$ cat src/design/bss_pkg.sv
// ----------------------------------------------------------------------------
// bss_pkg
// shared codes, register widths, reset values and types of the balance
// safety supervisor
// ----------------------------------------------------------------------------
package bss_pkg;

  // default widths of the pitch and tick counter
  localparam int PitchBitsDef = 16;
  localparam int TickBitsDef  = 16;

  // configuration register widths
  localparam int FallThrW   = 15;
  localparam int ArmWinW    = 15;
  localparam int LimitW     = 8;
  localparam int DeadlineW  = 16;
  localparam int CfgDataW   = 16;
  localparam int CfgIdxW    = 2;

  // configuration register indexes
  localparam logic [CfgIdxW-1:0] CFG_FALL_THR = 2'd0;
  localparam logic [CfgIdxW-1:0] CFG_ARM_WIN  = 2'd1;
  localparam logic [CfgIdxW-1:0] CFG_LIMIT    = 2'd2;
  localparam logic [CfgIdxW-1:0] CFG_DEADLINE = 2'd3;

  // configuration reset values
  localparam logic [FallThrW-1:0]  FallThrRst  = 15'd6434;
  localparam logic [ArmWinW-1:0]   ArmWinRst   = 15'd1024;
  localparam logic [LimitW-1:0]    LimitRst    = 8'd3;
  localparam logic [DeadlineW-1:0] DeadlineRst = 16'd100;

  // event opcodes
  localparam logic [2:0] OP_TICK      = 3'd0;
  localparam logic [2:0] OP_ESTIMATE  = 3'd1;
  localparam logic [2:0] OP_ARM       = 3'd2;
  localparam logic [2:0] OP_DISARM    = 3'd3;
  localparam logic [2:0] OP_CLEAR     = 3'd4;
  localparam logic [2:0] OP_CALIBRATE = 3'd5;

  // supervisor modes
  localparam logic [2:0] MODE_INIT  = 3'd0;
  localparam logic [2:0] MODE_CAL   = 3'd1;
  localparam logic [2:0] MODE_IDLE  = 3'd2;
  localparam logic [2:0] MODE_ARMED = 3'd3;
  localparam logic [2:0] MODE_FAULT = 3'd4;

  // fault causes
  localparam logic [2:0] CAUSE_NONE     = 3'd0;
  localparam logic [2:0] CAUSE_EST_INV  = 3'd1;
  localparam logic [2:0] CAUSE_FALL     = 3'd2;
  localparam logic [2:0] CAUSE_DRIVER   = 3'd3;
  localparam logic [2:0] CAUSE_STALLED  = 3'd4;
  localparam logic [2:0] CAUSE_SELFTEST = 3'd5;
  localparam logic [2:0] CAUSE_CALIB    = 3'd6;

  // sensor calibration status
  localparam logic [1:0] CAL_BUSY   = 2'd0;
  localparam logic [1:0] CAL_DONE   = 2'd1;
  localparam logic [1:0] CAL_FAILED = 2'd2;

  typedef struct packed {
    logic [FallThrW-1:0]  fall_thr;
    logic [ArmWinW-1:0]   arm_win;
    logic [LimitW-1:0]    limit;
    logic [DeadlineW-1:0] deadline;
  } bss_cfg_t;

  typedef struct packed {
    logic [2:0]        mode;
    logic [2:0]        cause;
    logic              serviced;
    logic [LimitW-1:0] missed;
    logic              last_valid;
  } bss_ctl_t;

  typedef struct packed {
    logic       est_valid;
    logic       drv_fault;
    logic       drv_ready;
    logic       sampling;
    logic [1:0] cal_status;
  } bss_flags_t;

  typedef struct packed {
    logic       accepted;
    logic [2:0] mode_now;
    logic [2:0] fault_cause;
    logic       drive_permitted;
    logic       disable_drive;
    logic       clear_driver_fault;
    logic       start_calibration;
    logic       reset_balancer;
    logic       run_balance;
  } bss_res_t;

endpackage

$ cat src/design/balance_safety_supervisor.sv
// ----------------------------------------------------------------------------
// balance_safety_supervisor
// safety supervisor for a balancing motor drive: mode, fault latch, service
// watchdog, self-test deadline and command pulses toward driver, sensor and
// balancer
// ----------------------------------------------------------------------------
// Each accepted event word (tick, estimate, arm, disarm, clear fault,
// calibrate) yields exactly one result word. An event is captured in the input
// register, then, once the result register is free or drains, a single
// combinational step updates mode, fault cause, service flag, missed-service
// counter, tick count and stored estimate, and loads the result register.
// One event per cycle is sustained while the result side takes every word,
// set by that one step stage. The input side takes a word while its register
// is empty, or when the held event steps because the result register is free
// or drains in the same cycle. Configuration writes are registered, with no
// read-back; writing the missed-service limit leaves the missed-service
// counter as it is. There is no clearing pass after reset. Pitch magnitude
// saturates at the largest positive pitch value.
module balance_safety_supervisor #(
  parameter int PITCH_BITS = bss_pkg::PitchBitsDef,
  parameter int TICK_BITS  = bss_pkg::TickBitsDef
) (
  input  logic                         clk_i,
  input  logic                         rst_ni,
  // configuration write port
  input  logic                         cfg_we_i,
  input  logic [bss_pkg::CfgIdxW-1:0]  cfg_idx_i,
  input  logic [bss_pkg::CfgDataW-1:0] cfg_wdata_i,
  // event word
  input  logic                         in_valid_i,
  output logic                         in_ready_o,
  input  logic [2:0]                   opcode_i,
  input  logic [PITCH_BITS-1:0]        pitch_i,
  input  logic                         estimate_valid_i,
  input  logic                         driver_fault_i,
  input  logic                         driver_ready_i,
  input  logic                         sensing_sampling_i,
  input  logic [1:0]                   calibration_status_i,
  // result word
  output logic                         out_valid_o,
  input  logic                         out_ready_i,
  output logic                         accepted_o,
  output logic [2:0]                   mode_now_o,
  output logic [2:0]                   fault_cause_o,
  output logic                         drive_permitted_o,
  output logic                         disable_drive_o,
  output logic                         clear_driver_fault_o,
  output logic                         start_calibration_o,
  output logic                         reset_balancer_o,
  output logic                         run_balance_o
);
  import bss_pkg::*;

  // configuration registers
  bss_cfg_t              cfg_q;

  // input register
  logic                  in_valid_q;
  logic [2:0]            opcode_q;
  logic [PITCH_BITS-1:0] pitch_q;
  bss_flags_t            flags_q;

  // supervisor state
  bss_ctl_t              ctl_q, ctl_d;
  logic [PITCH_BITS-1:0] last_pitch_q, last_pitch_d;
  logic [TICK_BITS-1:0]  ticks_q, ticks_d;

  // result register
  logic                  out_valid_q;
  bss_res_t              res_q, res_d;

  logic                  step_fire;

  // the step runs when an event is held and the result register can take it
  assign step_fire  = in_valid_q && (!out_valid_q || out_ready_i);
  assign in_ready_o = !in_valid_q || step_fire;

  // configuration writes, write data truncated to register width
  always_ff @(posedge clk_i or negedge rst_ni) begin
    if (!rst_ni) begin
      cfg_q.fall_thr <= FallThrRst;
      cfg_q.arm_win  <= ArmWinRst;
      cfg_q.limit    <= LimitRst;
      cfg_q.deadline <= DeadlineRst;
    end else if (cfg_we_i) begin
      unique case (cfg_idx_i)
        CFG_FALL_THR: cfg_q.fall_thr <= cfg_wdata_i[FallThrW-1:0];
        CFG_ARM_WIN:  cfg_q.arm_win  <= cfg_wdata_i[ArmWinW-1:0];
        CFG_LIMIT:    cfg_q.limit    <= cfg_wdata_i[LimitW-1:0];
        CFG_DEADLINE: cfg_q.deadline <= cfg_wdata_i[DeadlineW-1:0];
        default: begin
        end
      endcase
    end
  end

  // input register valid
  always_ff @(posedge clk_i or negedge rst_ni) begin
    if (!rst_ni) begin
      in_valid_q <= 1'b0;
    end else if (in_ready_o) begin
      in_valid_q <= in_valid_i;
    end
  end

  // input payload, no reset needed
  always_ff @(posedge clk_i) begin
    if (in_valid_i && in_ready_o) begin
      opcode_q           <= opcode_i;
      pitch_q            <= pitch_i;
      flags_q.est_valid  <= estimate_valid_i;
      flags_q.drv_fault  <= driver_fault_i;
      flags_q.drv_ready  <= driver_ready_i;
      flags_q.sampling   <= sensing_sampling_i;
      flags_q.cal_status <= calibration_status_i;
    end
  end

  bss_step #(
    .PITCH_BITS (PITCH_BITS),
    .TICK_BITS  (TICK_BITS)
  ) u_step (
    .cfg_i        (cfg_q),
    .ctl_i        (ctl_q),
    .last_pitch_i (last_pitch_q),
    .ticks_i      (ticks_q),
    .opcode_i     (opcode_q),
    .pitch_i      (pitch_q),
    .flags_i      (flags_q),
    .ctl_o        (ctl_d),
    .last_pitch_o (last_pitch_d),
    .ticks_o      (ticks_d),
    .res_o        (res_d)
  );

  // supervisor state, missed counter starts at the reset limit
  always_ff @(posedge clk_i or negedge rst_ni) begin
    if (!rst_ni) begin
      ctl_q.mode       <= MODE_INIT;
      ctl_q.cause      <= CAUSE_NONE;
      ctl_q.serviced   <= 1'b0;
      ctl_q.missed     <= LimitRst;
      ctl_q.last_valid <= 1'b0;
      last_pitch_q     <= '0;
      ticks_q          <= '0;
    end else if (step_fire) begin
      ctl_q        <= ctl_d;
      last_pitch_q <= last_pitch_d;
      ticks_q      <= ticks_d;
    end
  end

  // result valid
  always_ff @(posedge clk_i or negedge rst_ni) begin
    if (!rst_ni) begin
      out_valid_q <= 1'b0;
    end else if (step_fire) begin
      out_valid_q <= 1'b1;
    end else if (out_ready_i) begin
      out_valid_q <= 1'b0;
    end
  end

  // result payload
  always_ff @(posedge clk_i) begin
    if (step_fire) begin
      res_q <= res_d;
    end
  end

  assign out_valid_o          = out_valid_q;
  assign accepted_o           = res_q.accepted;
  assign mode_now_o           = res_q.mode_now;
  assign fault_cause_o        = res_q.fault_cause;
  assign drive_permitted_o    = res_q.drive_permitted;
  assign disable_drive_o      = res_q.disable_drive;
  assign clear_driver_fault_o = res_q.clear_driver_fault;
  assign start_calibration_o  = res_q.start_calibration;
  assign reset_balancer_o     = res_q.reset_balancer;
  assign run_balance_o        = res_q.run_balance;

`ifndef SYNTHESIS
  // a latched cause exists exactly while in fault
  assert property (@(posedge clk_i) disable iff (!rst_ni)
    (ctl_q.mode == MODE_FAULT) == (ctl_q.cause != CAUSE_NONE))
    else $error("fault mode and latched cause disagree");

  // fault is left only by an accepted clear-fault event
  assert property (@(posedge clk_i) disable iff (!rst_ni)
    (ctl_q.mode == MODE_FAULT) && !(step_fire && opcode_q == OP_CLEAR)
    |=> ctl_q.mode == MODE_FAULT)
    else $error("fault mode left without clear-fault");

  // the balancer only runs while armed, never together with a shutdown
  assert property (@(posedge clk_i) disable iff (!rst_ni)
    out_valid_o && run_balance_o |-> mode_now_o == MODE_ARMED && !disable_drive_o)
    else $error("balance run outside armed mode");

  // tick count never wraps back to zero
  assert property (@(posedge clk_i) disable iff (!rst_ni)
    ticks_q != '0 |=> ticks_q != '0)
    else $error("tick count wrapped");
`endif

endmodule

$ cat src/design/bss_step.sv
// ----------------------------------------------------------------------------
// bss_step
// next state and result of the supervisor for one event
// ----------------------------------------------------------------------------
module bss_step #(
  parameter int PITCH_BITS = bss_pkg::PitchBitsDef,
  parameter int TICK_BITS  = bss_pkg::TickBitsDef
) (
  input  bss_pkg::bss_cfg_t   cfg_i,
  input  bss_pkg::bss_ctl_t   ctl_i,
  input  logic [PITCH_BITS-1:0] last_pitch_i,
  input  logic [TICK_BITS-1:0]  ticks_i,
  input  logic [2:0]            opcode_i,
  input  logic [PITCH_BITS-1:0] pitch_i,
  input  bss_pkg::bss_flags_t flags_i,
  output bss_pkg::bss_ctl_t   ctl_o,
  output logic [PITCH_BITS-1:0] last_pitch_o,
  output logic [TICK_BITS-1:0]  ticks_o,
  output bss_pkg::bss_res_t   res_o
);
  import bss_pkg::*;

  localparam int MagW     = PITCH_BITS - 1;
  localparam int CmpW     = (MagW > FallThrW) ? MagW : FallThrW;
  localparam int TickCmpW = (TICK_BITS > DeadlineW) ? TICK_BITS : DeadlineW;

  // |p| saturated at the largest positive value
  function automatic logic [MagW-1:0] pitch_mag(input logic [PITCH_BITS-1:0] p);
    logic [PITCH_BITS-1:0] neg;
    logic [MagW-1:0]       mag;
    neg = (~p) + {{(PITCH_BITS-1){1'b0}}, 1'b1};
    if (!p[PITCH_BITS-1]) begin
      mag = p[MagW-1:0];
    end else if (p[MagW-1:0] == '0) begin
      mag = '1;
    end else begin
      mag = neg[MagW-1:0];
    end
    return mag;
  endfunction

  logic [MagW-1:0]      est_mag;
  logic [MagW-1:0]      last_mag;
  logic                 too_steep;
  logic                 arm_level;
  logic [TICK_BITS-1:0] ticks_inc;
  logic                 deadline_hit;
  logic [LimitW-1:0]    missed_next;
  logic                 fault_hit;
  logic [2:0]           fault_code;
  bss_ctl_t             ctl;
  bss_res_t             res;

  assign est_mag   = pitch_mag(pitch_i);
  assign last_mag  = pitch_mag(last_pitch_i);
  assign too_steep = CmpW'(est_mag) > CmpW'(cfg_i.fall_thr);
  assign arm_level = CmpW'(last_mag) <= CmpW'(cfg_i.arm_win);

  // saturating tick count
  assign ticks_inc    = (ticks_i != '1) ? ticks_i + {{(TICK_BITS-1){1'b0}}, 1'b1} : ticks_i;
  assign deadline_hit = TickCmpW'(ticks_inc) >= TickCmpW'(cfg_i.deadline);

  // service check
  always_comb begin
    if (ctl_i.serviced) begin
      missed_next = '0;
    end else if (ctl_i.missed < cfg_i.limit) begin
      missed_next = ctl_i.missed + 8'd1;
    end else begin
      missed_next = ctl_i.missed;
    end
  end

  always_comb begin
    ctl          = ctl_i;
    last_pitch_o = last_pitch_i;
    ticks_o      = ticks_i;
    res          = '0;
    fault_hit    = 1'b0;
    fault_code   = CAUSE_NONE;

    unique case (opcode_i)
      OP_TICK: begin
        ticks_o = ticks_inc;
        if (ctl_i.mode == MODE_INIT) begin
          if (flags_i.drv_ready && flags_i.sampling) begin
            res.start_calibration = 1'b1;
            ctl.mode              = MODE_CAL;
          end else if (deadline_hit) begin
            fault_hit  = 1'b1;
            fault_code = CAUSE_SELFTEST;
          end
        end else if (ctl_i.mode == MODE_CAL) begin
          if (flags_i.cal_status == CAL_DONE) begin
            ctl.mode = MODE_IDLE;
          end else if (flags_i.cal_status == CAL_FAILED) begin
            fault_hit  = 1'b1;
            fault_code = CAUSE_CALIB;
          end
        end else if (ctl_i.mode == MODE_IDLE || ctl_i.mode == MODE_ARMED) begin
          if (flags_i.drv_fault) begin
            fault_hit  = 1'b1;
            fault_code = CAUSE_DRIVER;
          end else begin
            ctl.missed   = missed_next;
            ctl.serviced = 1'b0;
            if (ctl_i.mode == MODE_ARMED && missed_next >= cfg_i.limit) begin
              fault_hit  = 1'b1;
              fault_code = CAUSE_STALLED;
            end
          end
        end
      end
      OP_ESTIMATE: begin
        ctl.serviced   = 1'b1;
        ctl.last_valid = flags_i.est_valid;
        last_pitch_o   = pitch_i;
        if (ctl_i.mode == MODE_ARMED) begin
          if (!flags_i.est_valid) begin
            fault_hit  = 1'b1;
            fault_code = CAUSE_EST_INV;
          end else if (too_steep) begin
            fault_hit  = 1'b1;
            fault_code = CAUSE_FALL;
          end else if (flags_i.drv_fault) begin
            fault_hit  = 1'b1;
            fault_code = CAUSE_DRIVER;
          end else begin
            res.run_balance = 1'b1;
          end
        end
      end
      OP_ARM: begin
        if (ctl_i.mode == MODE_IDLE && ctl_i.last_valid && arm_level &&
            (ctl_i.serviced || ctl_i.missed == '0) &&
            flags_i.drv_ready && !flags_i.drv_fault) begin
          res.reset_balancer = 1'b1;
          res.accepted       = 1'b1;
          ctl.mode           = MODE_ARMED;
        end
      end
      OP_DISARM: begin
        if (ctl_i.mode == MODE_ARMED) begin
          res.disable_drive = 1'b1;
          res.accepted      = 1'b1;
          ctl.mode          = MODE_IDLE;
        end
      end
      OP_CLEAR: begin
        if (ctl_i.mode == MODE_FAULT) begin
          res.clear_driver_fault = 1'b1;
          res.accepted           = 1'b1;
          ctl.cause              = CAUSE_NONE;
          ctl.mode               = MODE_IDLE;
        end
      end
      OP_CALIBRATE: begin
        if (ctl_i.mode == MODE_IDLE) begin
          res.start_calibration = 1'b1;
          res.accepted          = 1'b1;
          ctl.mode              = MODE_CAL;
        end
      end
      default: begin
        // unused opcodes only report status
      end
    endcase

    if (fault_hit) begin
      res.disable_drive = 1'b1;
      ctl.cause         = fault_code;
      ctl.mode          = MODE_FAULT;
    end

    res.mode_now        = ctl.mode;
    res.fault_cause     = ctl.cause;
    res.drive_permitted = (ctl.mode == MODE_ARMED);
  end

  assign ctl_o = ctl;
  assign res_o = res;

endmodule
$ cat config.mk
export PLATFORM = sky130hd
export DESIGN_NAME = balance_safety_supervisor
export DESIGN_NICKNAME = d
export VERILOG_FILES = /design/src/design/bss_pkg.sv /design/src/design/balance_safety_supervisor.sv /design/src/design/bss_step.sv
export SDC_FILE = /design/constraint.sdc
export NUM_CORES = 1
export LEC_CHECK = 0
export CAP_MARGIN = 20
export CORE_MARGIN = 8
export CORE_UTILIZATION = 34
export CTS_BUF_LIST = sky130_fd_sc_hd__clkbuf_4
export DETAILED_ROUTE_END_ITERATION = 8
export DONT_BUFFER_PORTS = 1
export MAX_ROUTING_LAYER = met4
export SYNTH_ARGS = -nofsm -noshare
export SYNTH_HDL_FRONTEND = slang
export SYNTH_SLANG_ARGS = --single-unit
export TNS_END_PERCENT = 10
$ cat constraint.sdc
create_clock -name clk_i -period 6.8 [get_ports clk_i]
set_input_delay 0.34 -clock clk_i [delete_from_list [all_inputs] [get_ports clk_i]]
set_output_delay 0.34 -clock clk_i [all_outputs]
set_load 0.005 [all_outputs]
Yosys cells after proc, flatten, opt, wreduce, memory -nomap -nowiden --
Index checks and enable logic that the tools add are counted.
Word-level totals: register bits after elaboration 142, word-level logic and storage cells 162, input bits 48
Cells by class: muxes and demuxes 63, magnitude comparators 5, eq/ne operators 20, reduce and logical (&&, ||, !) cells 33, bitwise operators 8, add/subtract/negate cells 4
Operators by type and width (count):
- 2-to-1 mux 15 bit | 4
- 2-to-1 mux 3 bit | 20
- 2-to-1 mux 9 bit | 4
- adder 15 x 1 -> 15 bit (second input constant) | 2
- zero test 15 bit | 2
- inverter 15 bit | 2
- 2-to-1 mux 1 bit | 23
- adder 16 x 1 -> 16 bit (second input constant) | 1
- greater-or-equal comparator 16 bit | 1
- 2-to-1 mux 16 bit | 1
- 2-to-1 mux 8 bit | 2
- != test 16 bit (second input constant) | 1
- equality test 3 x 2 -> 1 bit (second input constant) | 5
- > comparator 15 bit | 1
- less-or-equal comparator 15 bit | 1
- case mux 3 bit (5 select lines) | 1
- 2-to-1 mux 6 bit | 2
- AND reduction 2 bit | 6
- AND reduction 6 bit | 2
- equality test 3 bit (second input constant) | 3
- logical AND 1 bit | 9
- adder 8 x 1 -> 8 bit (second input constant) | 1
- greater-or-equal comparator 8 bit | 1
- zero test 8 bit | 1
- 17 further kinds | 37

Depth between registers and ports, before layout --
Gate-level depths: netlist (run 1).
depth in word-level cells 13, mapped depth 19

Cells and area by module --
From an unflattened synthesis (run 1), not the netlist that was laid out.
Second synthesis, totals: cell total of the unflattened synthesis 903, area total of the unflattened synthesis 9165.0 µm²
By module, submodules not included:
- balance_safety_supervisor | instances 1, cells each 263, seq. area each 3759.9 µm², area each 5063.6 µm²
- bss_step | instances 1, cells each 640, seq. area each 0.0 µm², area each 4101.4 µm²

Worst setup path after synthesis (run 1) --
Ideal clock, no wire load.
path type register to register, from register pitch_q[6], to register res_q (netlist bit disable_drive_o) (data pin), arrival time 4.043 ns, setup time 0.254 ns, data required time 6.546 ns, slack 2.503 ns, period minus slack after synthesis 4.297 ns, path buffers 2, cell stages (with the launch flop) 18, cells stage by stage edfxtp_1 or4_1 or4_4 or3_4 or2_1 buf_6 nand2b_4 o21ai_1 o21ai_1 ha_1 and4_1 nand3_1 or3_1 a21boi_0 o21ai_0 o21ai_0 clkbuf_1 a21o_1
On the way: longest elaborated chain between the ends 9, elaborated cells between the ends (all ways) 10, those cells by class add/sub: 1; order compare: 1; mux: 6; bitwise: 1; reduce/logical: 1
RTL lines:
- from (decl) | line balance_safety_supervisor.sv:60 | logic [PITCH_BITS-1:0] pitch_q;
- from (signal assigned) | line balance_safety_supervisor.sv:110 | pitch_q <= pitch_i;
- inverter 15 bit | line bss_step.sv:31 | neg = (~p) + {{(PITCH_BITS-1){1'b0}}, 1'b1};
- adder 15 x 1 -> 15 bit | line bss_step.sv:31
- 2-to-1 mux 15 bit | line bss_step.sv:34 | end else if (p[MagW-1:0] == '0) begin
- 2-to-1 mux 15 bit (*) | line bss_step.sv:32 | if (!p[PITCH_BITS-1]) begin
- > comparator 15 bit (*) | line bss_step.sv:56 | assign too_steep = CmpW'(est_mag) > CmpW'(cfg_i.fall_thr);
- 2-to-1 mux 1 bit (*) | line bss_step.sv:122 | end else if (too_steep) begin
- 2-to-1 mux 1 bit (*) | line bss_step.sv:119 | if (!flags_i.est_valid) begin
- 2-to-1 mux 1 bit (*) | line bss_step.sv:118 | if (ctl_i.mode == MODE_ARMED) begin
- case mux 1 bit (2 select lines) (*) | line bss_step.sv:82 | unique case (opcode_i)
- to (signal assigned) | line balance_safety_supervisor.sv:167 | res_q <= res_d;
- to (decl) | line balance_safety_supervisor.sv:70 | bss_res_t res_q, res_d;
Mark *: on every way between the ends. The rest lies on a longest branch, timed or not. A chain may end at the register's enable or synchronous reset.

==> flow_summary.ini, run 1 <==
[worst_setup_path]
rr_endpoint = drive_permitted_o
end_kind = flip-flop
start_point_of_the_critical_path = pitch_q[0]
cp-endpoint = drive_permitted_o
r2r_slack_ns = 1.62
cp_data_required_time_ns = 7.16
r2r_start = pitch_q[0]
cp_max_fo = 12
timing.setup.critical_path_class = reg -> reg
critPathArrivalTime_ns = 5.54
reg2regPathDepth = 17
timing.critical_path.from_type = flip-flop

[synthesis]
postSynthRegisterBits = 142
sequential_area_share_after_synthesis_pct = 44.41
synth_ff_type = sky130_fd_sc_hd__dfrtp_1
netlist_top_cells_area = sky130_fd_sc_hd__dfrtp_1, sky130_fd_sc_hd__edfxtp_1, sky130_fd_sc_hd__ha_1
synth_nets = 984
syn_area_per_cell_um2 = 9.731
synth_edf_count = 38
synth_cell_types = 58
synth.top_cells.by_count = sky130_fd_sc_hd__nand2_1, sky130_fd_sc_hd__dfrtp_1, sky130_fd_sc_hd__o21ai_0
asyncSetResetFlopFracSynth_pct = 73.24
synth_warn = 0
synthMostInstantiatedCell = sky130_fd_sc_hd__nand2_1
synth_top_area_cell = sky130_fd_sc_hd__dfrtp_1
synthesis.instances = 870
netlist.area_leader.share_pct = 26.90
syn-cell-area_um2 = 8466

[route]
detailroute.via_count = 6424
initialDrtViolationCount = 406
drt_pass1_iterations = 5
drt-wirelength-per-cell_um = 16.08
wirelength_mm = 19.96
viasPerCell = 5.176
remaining_drc_errors = 0
antenna_violating_nets_left = 0

[global_routing]
grt_first_pass_wirelength_mm = 33.30
antenna_found_initial = 1
grt_remaining_overflow = 0
track_usage_pct = 13.92
via_count_of_the_first_global_routing_pass = 6198
largest_net_degree_at_the_start_of_global_routing = 105

[sta]
worst_clock_skew_ns = 0.02208
max_slew_margin_pct = 37.64
timing_max_transition_violations_final = 0
timing.final.hold_violations = 0
final.setup.tns_ns = 0
total_of_endpoints_with_negative_setup_slack_in_the_final_report = 0
timing.fmax_mhz = 193.0
worst_pin_slew_ns = 0.9328
finalCriticalPeriod_ns = 5.181
rsz0062_at_grt = no
min_period_over_period_pct = 76.19

[die]
ios = 63
dieWidth_um = 173.8
placeable_core_area_um2 = 24390
die-area_um2 = 30200
floorplan.rows = 57
floorplan.die.height_um = 173.8
initial_core_utilization_pct = 34.71

[power_and_ir_drop]
leakage_nw = 4.135
vdd_drop_max_uv = 127.8
design_power_total_mw = 2.520
power_density_nw_per_um2 = 262.5

[final_layout]
sequential_cell_area_um2 = 3760
drive_above_1_share_pct = 13.32
final_core_util_pct = 39.37
finish.net_count = 1017
final_instance_count_excl_fillers = 1241
fin_area_um2 = 9602
count_of_fill_cells_added_during_filler_insertion = 2415
multiInputGateArea_um2 = 4330
areaGrowthSynthToFinish_pct = 13.42

[cts]
num_cts_buffers = 17
numClockSinks = 142
clkLatencyLatePin_ns = 0.57
bufs_on_longest_clock_path = 2
post-cts-setup-buffer-count = 0
path_clk_slew_ns = 0.13
ctsHtreeMaxLevel = 4
tritoncts = built
ctsRootBufferMaster = sky130_fd_sc_hd__clkbuf_4

[worst_hold_path]
min_path_type = in -> reg

[placement]
hpwl_mm = 14.90
dpl_cell_area_um2 = 8786
gpl.final_weighted_congestion = 0.8362
place.port_buffers = 0
placed_cells_incl_taps = 1163

[status]
outcome = completed

[run]
maxCapViolCount = 0
state kept, by name, summed over array words and instances (netlist names), 6 cells and up:
name / count
ticks_q: 16
flags_q: 6
last_pitch_q: 16
pitch_q: 16
cfg_q: 54
ctl_q: 16
where the power goes:
| group | internal [mW] | switching (mW) |
|---|---|---|
| clock network | 0.339 | 0.317 |
| logic | 0.317 | 0.348 |
| registers | 1.03 | 0.171 |
| total | 1.68 | 0.836 |
critical path, cell delays in order, from the launching register on:
cell	delay (ns)
sky130_fd_sc_hd__edfxtp_1	0.46
sky130_fd_sc_hd__inv_1	0.11
sky130_fd_sc_hd__ha_1	0.19
sky130_fd_sc_hd__or3b_2	0.48
sky130_fd_sc_hd__or3_1	0.42
sky130_fd_sc_hd__or3_4	0.37
sky130_fd_sc_hd__or2_1	0.36
sky130_fd_sc_hd__nand2b_4	0.15
sky130_fd_sc_hd__o21ai_1	0.06
sky130_fd_sc_hd__o21ai_1	0.18
sky130_fd_sc_hd__ha_1	0.27
sky130_fd_sc_hd__and4_1	0.22
sky130_fd_sc_hd__a221oi_1	0.47
sky130_fd_sc_hd__a21boi_0	0.25
sky130_fd_sc_hd__o21ai_0	0.34
sky130_fd_sc_hd__o21ai_0	0.15
sky130_fd_sc_hd__buf_4	0.20
sky130_fd_sc_hd__a2111oi_0	0.30
through the flow:
stage	hold WS, ns	worst slack (ns)
2_1_floorplan	0.04441	2.503
3_3_place_gp	0.05283	1.685
3_5_place_dp	0.05340	1.604
4_1_cts	0.01438	1.569
5_1_grt	0.01212	1.209
6_report	0.04575	1.619
how the worst min path moves through the flow:
stage / cells after the start / end / from / slack [ns]
detailed placement: 0 / ticks_q[7] / rst_ni / 0.05
floorplan: 0 / cfg_q[0] / rst_ni / 0.04
finish: 2 / in_valid_q / out_ready_i / 0.05
global route: 2 / in_valid_q / out_ready_i / 0.01
CTS: 2 / in_valid_q / out_ready_i / 0.01
global placement: 0 / ticks_q[8] / rst_ni / 0.05
area by class of cell:
cell class                 instances  area share, %
clock buffer                      20          1.564
sequential                       142          39.16
multi-input combinational        629          45.10
tap                              324          4.222
timing repair buffer              49          5.395
antenna                            1        0.02606
inverter                          64          2.502
clock inverter                    12          2.033
what timing repair did:
item                                   4_1_cts  5_1_grt
resized for setup                            0        0
hold buffers                                45        0
endpoints found under the hold margin      185        0
routing by layer:
layer | track usage (%) | share of wire [%]
met1 | 18.41 | 48
met2 | 21.35 | 46
met3 | 2.244 | 3.4
met4 | 4.738 | 1.9
met5 | - | 0
cell usage in the layout (no fill, tap or decap), types with 9 or more instances in the layout:
cell,instances
sky130_fd_sc_hd__xor2_1,15
sky130_fd_sc_hd__nand4_1,13
sky130_fd_sc_hd__nand3_1,29
sky130_fd_sc_hd__o21ai_0,79
sky130_fd_sc_hd__xnor2_1,12
sky130_fd_sc_hd__dfrtp_1,91
sky130_fd_sc_hd__nand2_1,96
sky130_fd_sc_hd__nor2_1,54
sky130_fd_sc_hd__ha_1,66
sky130_fd_sc_hd__edfxtp_1,38
sky130_fd_sc_hd__a31oi_1,9
sky130_fd_sc_hd__clkbuf_4,20
sky130_fd_sc_hd__o21ai_1,9
sky130_fd_sc_hd__nor3_1,13
sky130_fd_sc_hd__nand2b_1,11
sky130_fd_sc_hd__dfstp_2,13
sky130_fd_sc_hd__a21oi_1,33
sky130_fd_sc_hd__mux2_2,60
sky130_fd_sc_hd__inv_1,63
sky130_fd_sc_hd__dlygate4sd3_1,44
sky130_fd_sc_hd__or3_1,9
kinds of logic (layout without fill, tap and decap cells):
group / Yosys count / count (layout) / synth area share, %
AO/OA/AOI/OAI: 184 / 184 / 12.92
XOR/XNOR: 27 / 27 / 2.793
adder cells (fa/ha/maj): 66 / 66 / 9.755
buffers and inverters: 99 / 145 / 4.493
flip-flops: 142 / 142 / 44.41
multiplexers: 65 / 65 / 8.572
other: 0 / 1 / 0
AND/OR/NAND/NOR: 287 / 287 / 17.06
Power figures use the tool's default switching activity.
==> run 2: changes to the inputs <==
==> constraint.sdc (replaced) <==
create_clock -name clk_i -period 4.6 [get_ports clk_i]
set_input_delay 0.23 -clock clk_i [delete_from_list [all_inputs] [get_ports clk_i]]
set_output_delay 0.23 -clock clk_i [all_outputs]
set_load 0.005 [all_outputs]
==> run 2 against run 1 <==
  * Hold slack better by 0.025 ns
  * Clock skew is 0.0056 ns higher
  * Non-clock buffer count rose by 30
  * Sequential share of layout area is 1.1 points lower
  * Register-to-register slack lost 1.4 ns
  * Fmax rose by 19%
  * Sequential power increased by 47%
  * Critical endpoint is now mode_now_o[2]
  * Largest cell class unchanged
==> flow_summary.ini, run 2 (same netlist as run 1, synthesis figures left out) <==
[run]
maxCapViolCount = 0

[placement]
place.port_buffers = 0
gpl.final_weighted_congestion = 0.8399
hpwl_mm = 15.18
dp_worst_setup_slack_ns = -0.1306

[route]
antenna_violating_nets_left = 0
remaining_drc_errors = 0
detailroute.via_count = 6527
drt-wirelength-per-cell_um = 16.29
met1_length_mm = 10.02
drt_pass1_iterations = 5
viasPerCell = 5.135
routed-wl-met3_um = 631
routed.top_layer = met4
initialDrtViolationCount = 444
routed-wl-met2_mm = 9.848
wirelength_mm = 20.71

[worst_setup_path]
end_kind = flip-flop
cp_slowest_cell = sky130_fd_sc_hd__or4_1
cp.depth = 16
start_point_of_the_critical_path = pitch_q[6]
cp_data_required_time_ns = 4.94
reg2regPathDepth = 16
rr_endpoint = mode_now_o[2]
cp_slowest_stage_delay_ns = 0.56
cp_max_fo = 7
cp-endpoint = mode_now_o[2]
timing.setup.critical_path_class = reg -> reg
timing.critical_path.from_type = flip-flop
r2r_slack_ns = 0.25
critPathArrivalTime_ns = 4.69
critical_path.top_delay_family = simple AND/OR/NAND/NOR gates
buf_inv_stages_crit_path = 1
r2r_start = pitch_q[6]
timing.critical_path.cells = or4_1 -> or4_4 -> or3_4 -> or2_4 -> nand2b_4 -> o21ai_1 -> o21ai_1 -> ha_1 -> and4_4 -> nand3_2 -> or3_4 -> a21boi_2 -> o21ai_2 -> o21ai_2 -> buf_4 -> a21o_1

[sta]
timing.final.hold_violations = 0
rsz0062_at_grt = no
max_slew_margin_pct = 38.26
worst_pin_slew_ns = 0.9236
total_of_endpoints_with_negative_setup_slack_in_the_final_report = 0
postLayoutSetupSlackWorst_ns = 0.2520
final.setup.tns_ns = 0
timing_max_transition_violations_final = 0
min_period_over_period_pct = 94.52
timing.fmax_mhz = 230.0
worst_clock_skew_ns = 0.02766
finalCriticalPeriod_ns = 4.348
hold_slack_ns = 0.07124

[power_and_ir_drop]
p_sw_share_pct = 35.80
vdd_drop_max_uv = 148.9
internal-power_mw = 2.400
power.net_switching_mw = 1.339
p_seq_share_pct = 47.0
power_density_nw_per_um2 = 378.3
combinationalPowerShare_pct = 29.5
leakage_nw = 4.285
clock_power_share_pct = 23.5

[final_layout]
drive_above_1_share_pct = 17.97
mostFrequentLayoutCell = sky130_fd_sc_hd__nand2_1
count_of_fill_cells_added_during_filler_insertion = 2407
areaGrowthSynthToFinish_pct = 16.78
largest_register_ffs = 54
final_core_util_pct = 40.53
layout_common_cells = sky130_fd_sc_hd__nand2_1, sky130_fd_sc_hd__dfrtp_1, sky130_fd_sc_hd__o21ai_0
registers.top_by_ff_count = cfg_q
finish.net_count = 1047

[die]
ios = 63
floorplan.die.height_um = 173.8
dieWidth_um = 173.8
placeable_core_area_um2 = 24390
die-area_um2 = 30200
initial_core_utilization_pct = 34.71
floorplan.rows = 57

[cts]
num_cts_buffers = 17
bufs_on_longest_clock_path = 2
ctsHtreeMaxLevel = 4
tritoncts = built
clkLatencyLatePin_ns = 0.56
ctsRootBufferMaster = sky130_fd_sc_hd__clkbuf_4
numClockSinks = 142
path_clk_slew_ns = 0.15

[worst_hold_path]
min_path_type = in -> reg

[global_routing]
antenna_found_initial = 1
via_count_of_the_first_global_routing_pass = 6404
grt_remaining_overflow = 0
largest_net_degree_at_the_start_of_global_routing = 105
grt_first_pass_wirelength_mm = 33.91
track_usage_pct = 14.19

[status]
outcome = completed
-- run 2: cell count changes in the layout (fill, tap and decap cells not counted), sizes merged --
| cell | change |
|---|---|
| dlygate4sd3 | +1 |
| buf | +28 |
| inv | +9 |
| clkinvlp | -1 |
| bufinv | -3 |
| clkbuf | -3 |
| clkinv | -2 |
| clkdlybuf4s15 | +1 |
-- run 2: power groups by stage --
stage | Combinational, mW | Clock [mW] | Sequential (mW)
after floorplan | 0.800 | 0 | 1.66
after global placement | 0.955 | 0 | 1.78
after detailed placement | 0.989 | 0 | 1.78
after CTS | 1.07 | 0.911 | 1.76
after global routing | 1.26 | 0.955 | 1.80
final | 1.10 | 0.877 | 1.76
-- run 2: how the worst min path moves through the flow --
stage	depth (start not counted)	start	slack, ns	endpoint
after floorplan	0	rst_ni	-0.07	cfg_q[0]
after global placement	0	rst_ni	-0.06	ticks_q[7]
after detailed placement	0	rst_ni	-0.06	ticks_q[7]
after CTS	4	cfg_idx_i[1]	0.03	cfg_q[47]
after global routing	4	cfg_idx_i[1]	0.07	cfg_q[40]
final	4	cfg_idx_i[1]	0.07	cfg_q[40]
-- run 2: metal layers --
layer  GRT usage, %  vias up
met5              -        -
met4          3.064        0
met3          2.766       11
met2          22.75      129
met1          18.35     3141
li1               -     3246
-- run 2: cell type report --
cell class / count / area [µm²] / share of cell area, %
flip-flops and latches: 142 / 3760 / 38.03
diodes: 1 / 2.502 / 0.02531
inverters: 64 / 240.2 / 2.430
clock buffers: 17 / 127.6 / 1.291
repair buffers: 79 / 749.5 / 7.581
clock inverters: 15 / 176.4 / 1.785
multi-input cells: 629 / 4424 / 44.75
well taps: 324 / 405.4 / 4.101
-- run 2: repair_timing --
item | 4_1_cts | 5_1_grt
resized for setup | 4 | 23
hold buffers | 46 | 0
setup endpoints to repair | 7 | 15
gates cloned | 0 | 1
pin swaps | 0 | 5
setup buffers | 0 | 4
endpoints found under the hold margin | 185 | 0
-- run 2: worst register-to-register path, stage by stage, from the launching register on --
cell                       delay, ns
sky130_fd_sc_hd__edfxtp_1       0.40
sky130_fd_sc_hd__or4_1          0.56
sky130_fd_sc_hd__or4_4          0.44
sky130_fd_sc_hd__or3_4          0.39
sky130_fd_sc_hd__or2_4          0.31
sky130_fd_sc_hd__nand2b_4       0.09
sky130_fd_sc_hd__o21ai_1        0.06
sky130_fd_sc_hd__o21ai_1        0.21
sky130_fd_sc_hd__ha_1           0.20
sky130_fd_sc_hd__and4_4         0.23
sky130_fd_sc_hd__nand3_2        0.08
sky130_fd_sc_hd__or3_4          0.37
sky130_fd_sc_hd__a21boi_2       0.18
sky130_fd_sc_hd__o21ai_2        0.20
sky130_fd_sc_hd__o21ai_2        0.11
sky130_fd_sc_hd__buf_4          0.17
sky130_fd_sc_hd__a21o_1         0.15
-- run 2: through the flow --
stage / instances / total power [mW] / cell area (µm²)
floorplan: 870 / 2.458 / 8466
global placement: 1186 / 2.731 / 8939
detailed placement: 1187 / 2.771 / 8966
CTS: 1265 / 3.736 / 9761
global route: 1271 / 4.012 / 9886
finish: 1271 / 3.739 / 9886
==> run 3: changes to the inputs <==
--- a/config.mk
+++ b/config.mk
@@ -6,6 +6,7 @@
 export NUM_CORES = 1
 export LEC_CHECK = 0
 export CAP_MARGIN = 20
+export CORE_ASPECT_RATIO = 0.7
 export CORE_MARGIN = 8
 export CORE_UTILIZATION = 34
 export CTS_BUF_LIST = sky130_fd_sc_hd__clkbuf_4
==> constraint.sdc (replaced) <==
create_clock -name clk_i -period 4.6 [get_ports clk_i]
set_input_delay 0.23 -clock clk_i [delete_from_list [all_inputs] [get_ports clk_i]]
set_output_delay 0.23 -clock clk_i [all_outputs]
set_load 0.02 [all_outputs]
==> run 3 against run 2 <==
  * Utilization decreased by 0.081 points
  * Highest routed layer unchanged
  * Non-clock buffer count increased by 5
  * Largest power group unchanged
  * Clock-buffer cell count unchanged
==> flow_summary.ini, run 3 (same netlist as run 1, synthesis figures left out) <==
[power_and_ir_drop]
power_density_nw_per_um2 = 388.2
vdd_drop_max_uv = 216.1
leakage_nw = 4.321

[cts]
tritoncts = built
bufs_on_longest_clock_path = 2
post-cts-setup-buffer-count = 0
ctsRootBufferMaster = sky130_fd_sc_hd__clkbuf_4
clkLatencyLatePin_ns = 0.57
num_cts_buffers = 17
numClockSinks = 142
ctsHtreeMaxLevel = 4
path_clk_slew_ns = 0.15

[route]
viasPerCell = 5.197
remaining_drc_errors = 0
detailroute.via_count = 6647
antenna_violating_nets_left = 0
initialDrtViolationCount = 454
drt_pass1_iterations = 5
wirelength_mm = 21.16
drt-wirelength-per-cell_um = 16.54

[global_routing]
largest_net_degree_at_the_start_of_global_routing = 105
grt_remaining_overflow = 0
grt_first_pass_wirelength_mm = 34.22
via_count_of_the_first_global_routing_pass = 6355
track_usage_pct = 14.58
antenna_found_initial = 3

[die]
dieWidth_um = 204.6
floorplan.rows = 48
placeable_core_area_um2 = 24560
ios = 63
floorplan.die.height_um = 148.0
die-area_um2 = 30280
initial_core_utilization_pct = 34.46

[worst_setup_path]
reg2regPathDepth = 17
timing.critical_path.from_type = flip-flop
cp_data_required_time_ns = 4.92
timing.setup.critical_path_class = reg -> reg
critPathArrivalTime_ns = 4.68
end_kind = flip-flop
r2r_start = ticks_q[1]
r2r_slack_ns = 0.24
rr_endpoint = fault_cause_o[0]
cp_max_fo = 6

[final_layout]
finish.net_count = 1052
sequential_cell_area_um2 = 3760
final_core_util_pct = 40.45
registers.top_by_ff_count = cfg_q
largest_register_ffs = 54
drive_above_1_share_pct = 17.98
layout_common_cells = sky130_fd_sc_hd__nand2_1, sky130_fd_sc_hd__dfrtp_1, sky130_fd_sc_hd__o21ai_0
count_of_fill_cells_added_during_filler_insertion = 2395
areaGrowthSynthToFinish_pct = 17.37
mostFrequentLayoutCell = sky130_fd_sc_hd__nand2_1
multiInputGateArea_um2 = 4414

[placement]
hpwl_mm = 15.59
place.port_buffers = 0
gpl.final_weighted_congestion = 0.8737

[worst_hold_path]
hold_path_sink = cfg_q[50]
hold_depth = 4
worst_hold_startpoint = cfg_idx_i[1]
min_path_type = in -> reg

[sta]
max_slew_margin_pct = 36.65
min_period_over_period_pct = 94.87
timing.final.hold_violations = 0
timing.fmax_mhz = 229.1
worst_pin_slew_ns = 0.9475
rsz0062_at_grt = no
worst_clock_skew_ns = 0.03198
finalCriticalPeriod_ns = 4.364
timing_max_transition_violations_final = 0
final.setup.tns_ns = 0
total_of_endpoints_with_negative_setup_slack_in_the_final_report = 0

[run]
maxCapViolCount = 0

[status]
outcome = completed
[run 3: report_power, final]
| part | internal (mW) | switching, mW |
|---|---|---|
| Sequential | 1.52 | 0.254 |
| Combinational | 0.524 | 0.563 |
| Clock | 0.485 | 0.509 |
[run 3: worst max-delay path by stage]
| stage | from | cells past startpoint | end |
|---|---|---|---|
| finish | ticks_q[1] | 17 | fault_cause_o[0] |
| global route | ticks_q[0] | 17 | fault_cause_o[0] |
| CTS | last_pitch_q[0] | 17 | drive_permitted_o |
| detailed placement | pitch_q[1] | 18 | mode_now_o[2] |
| global placement | pitch_q[1] | 18 | disable_drive_o |
| floorplan | pitch_q[6] | 17 | disable_drive_o |
[run 3: metrics by stage]
step	instance area [µm²]	instances	power [mW]	hold slack, ns	setup slack [ns]
after floorplan	8466	870	2.477	-0.06559	0.3034
after global routing	9936	1279	4.135	0.05396	0.02006
after detailed placement	9022	1198	2.789	-0.05551	-0.1628
after global placement	9022	1198	2.753	-0.05519	-0.1084
after CTS	9853	1276	3.865	0.02452	-0.06978
final	9936	1279	3.857	0.07055	0.2358
[run 3: timing repair]
item                                    CTS  global route
hold buffers                             46             0
resized for setup                         4            21
endpoints found under the setup margin   13            14
pin swaps                                 0             4
endpoints found under the hold margin   185             0
[run 3: layout make-up]
| cell class | instances | area share [%] |
|---|---|---|
| clock buffers | 17 | 1.284 |
| multi-input cells | 629 | 44.43 |
| well taps | 325 | 4.093 |
| inverters | 64 | 2.418 |
| clock inverters | 15 | 2.179 |
| repair buffers | 84 | 7.682 |
| diodes | 3 | 0.07556 |
| flip-flops and latches | 142 | 37.84 |
[run 3: metal layers]
metal / track usage [%] / wire length, µm / up-vias
met5: - / 0 / -
met4: 4.632 / 333 / 0
met3: 3.302 / 1055 / 26
met2: 20.00 / 8760 / 176
met1: 20.85 / 11010 / 3178
li1: - / - / 3267
[run 3: worst max-delay path, stage by stage, from the launching register on]
cell	delay, ns
sky130_fd_sc_hd__dfrtp_1	0.39
sky130_fd_sc_hd__ha_1	0.20
sky130_fd_sc_hd__and3_1	0.24
sky130_fd_sc_hd__nand4_1	0.16
sky130_fd_sc_hd__or4_4	0.57
sky130_fd_sc_hd__nand2_1	0.13
sky130_fd_sc_hd__nor2_1	0.06
sky130_fd_sc_hd__xor2_1	0.15
sky130_fd_sc_hd__ha_1	0.30
sky130_fd_sc_hd__and4_1	0.19
sky130_fd_sc_hd__and2_1	0.19
sky130_fd_sc_hd__buf_4	0.13
sky130_fd_sc_hd__o2111ai_1	0.12
sky130_fd_sc_hd__o21ai_0	0.23
sky130_fd_sc_hd__buf_4	0.17
sky130_fd_sc_hd__nand3_1	0.14
sky130_fd_sc_hd__o2111ai_1	0.27
sky130_fd_sc_hd__or3b_2	0.47
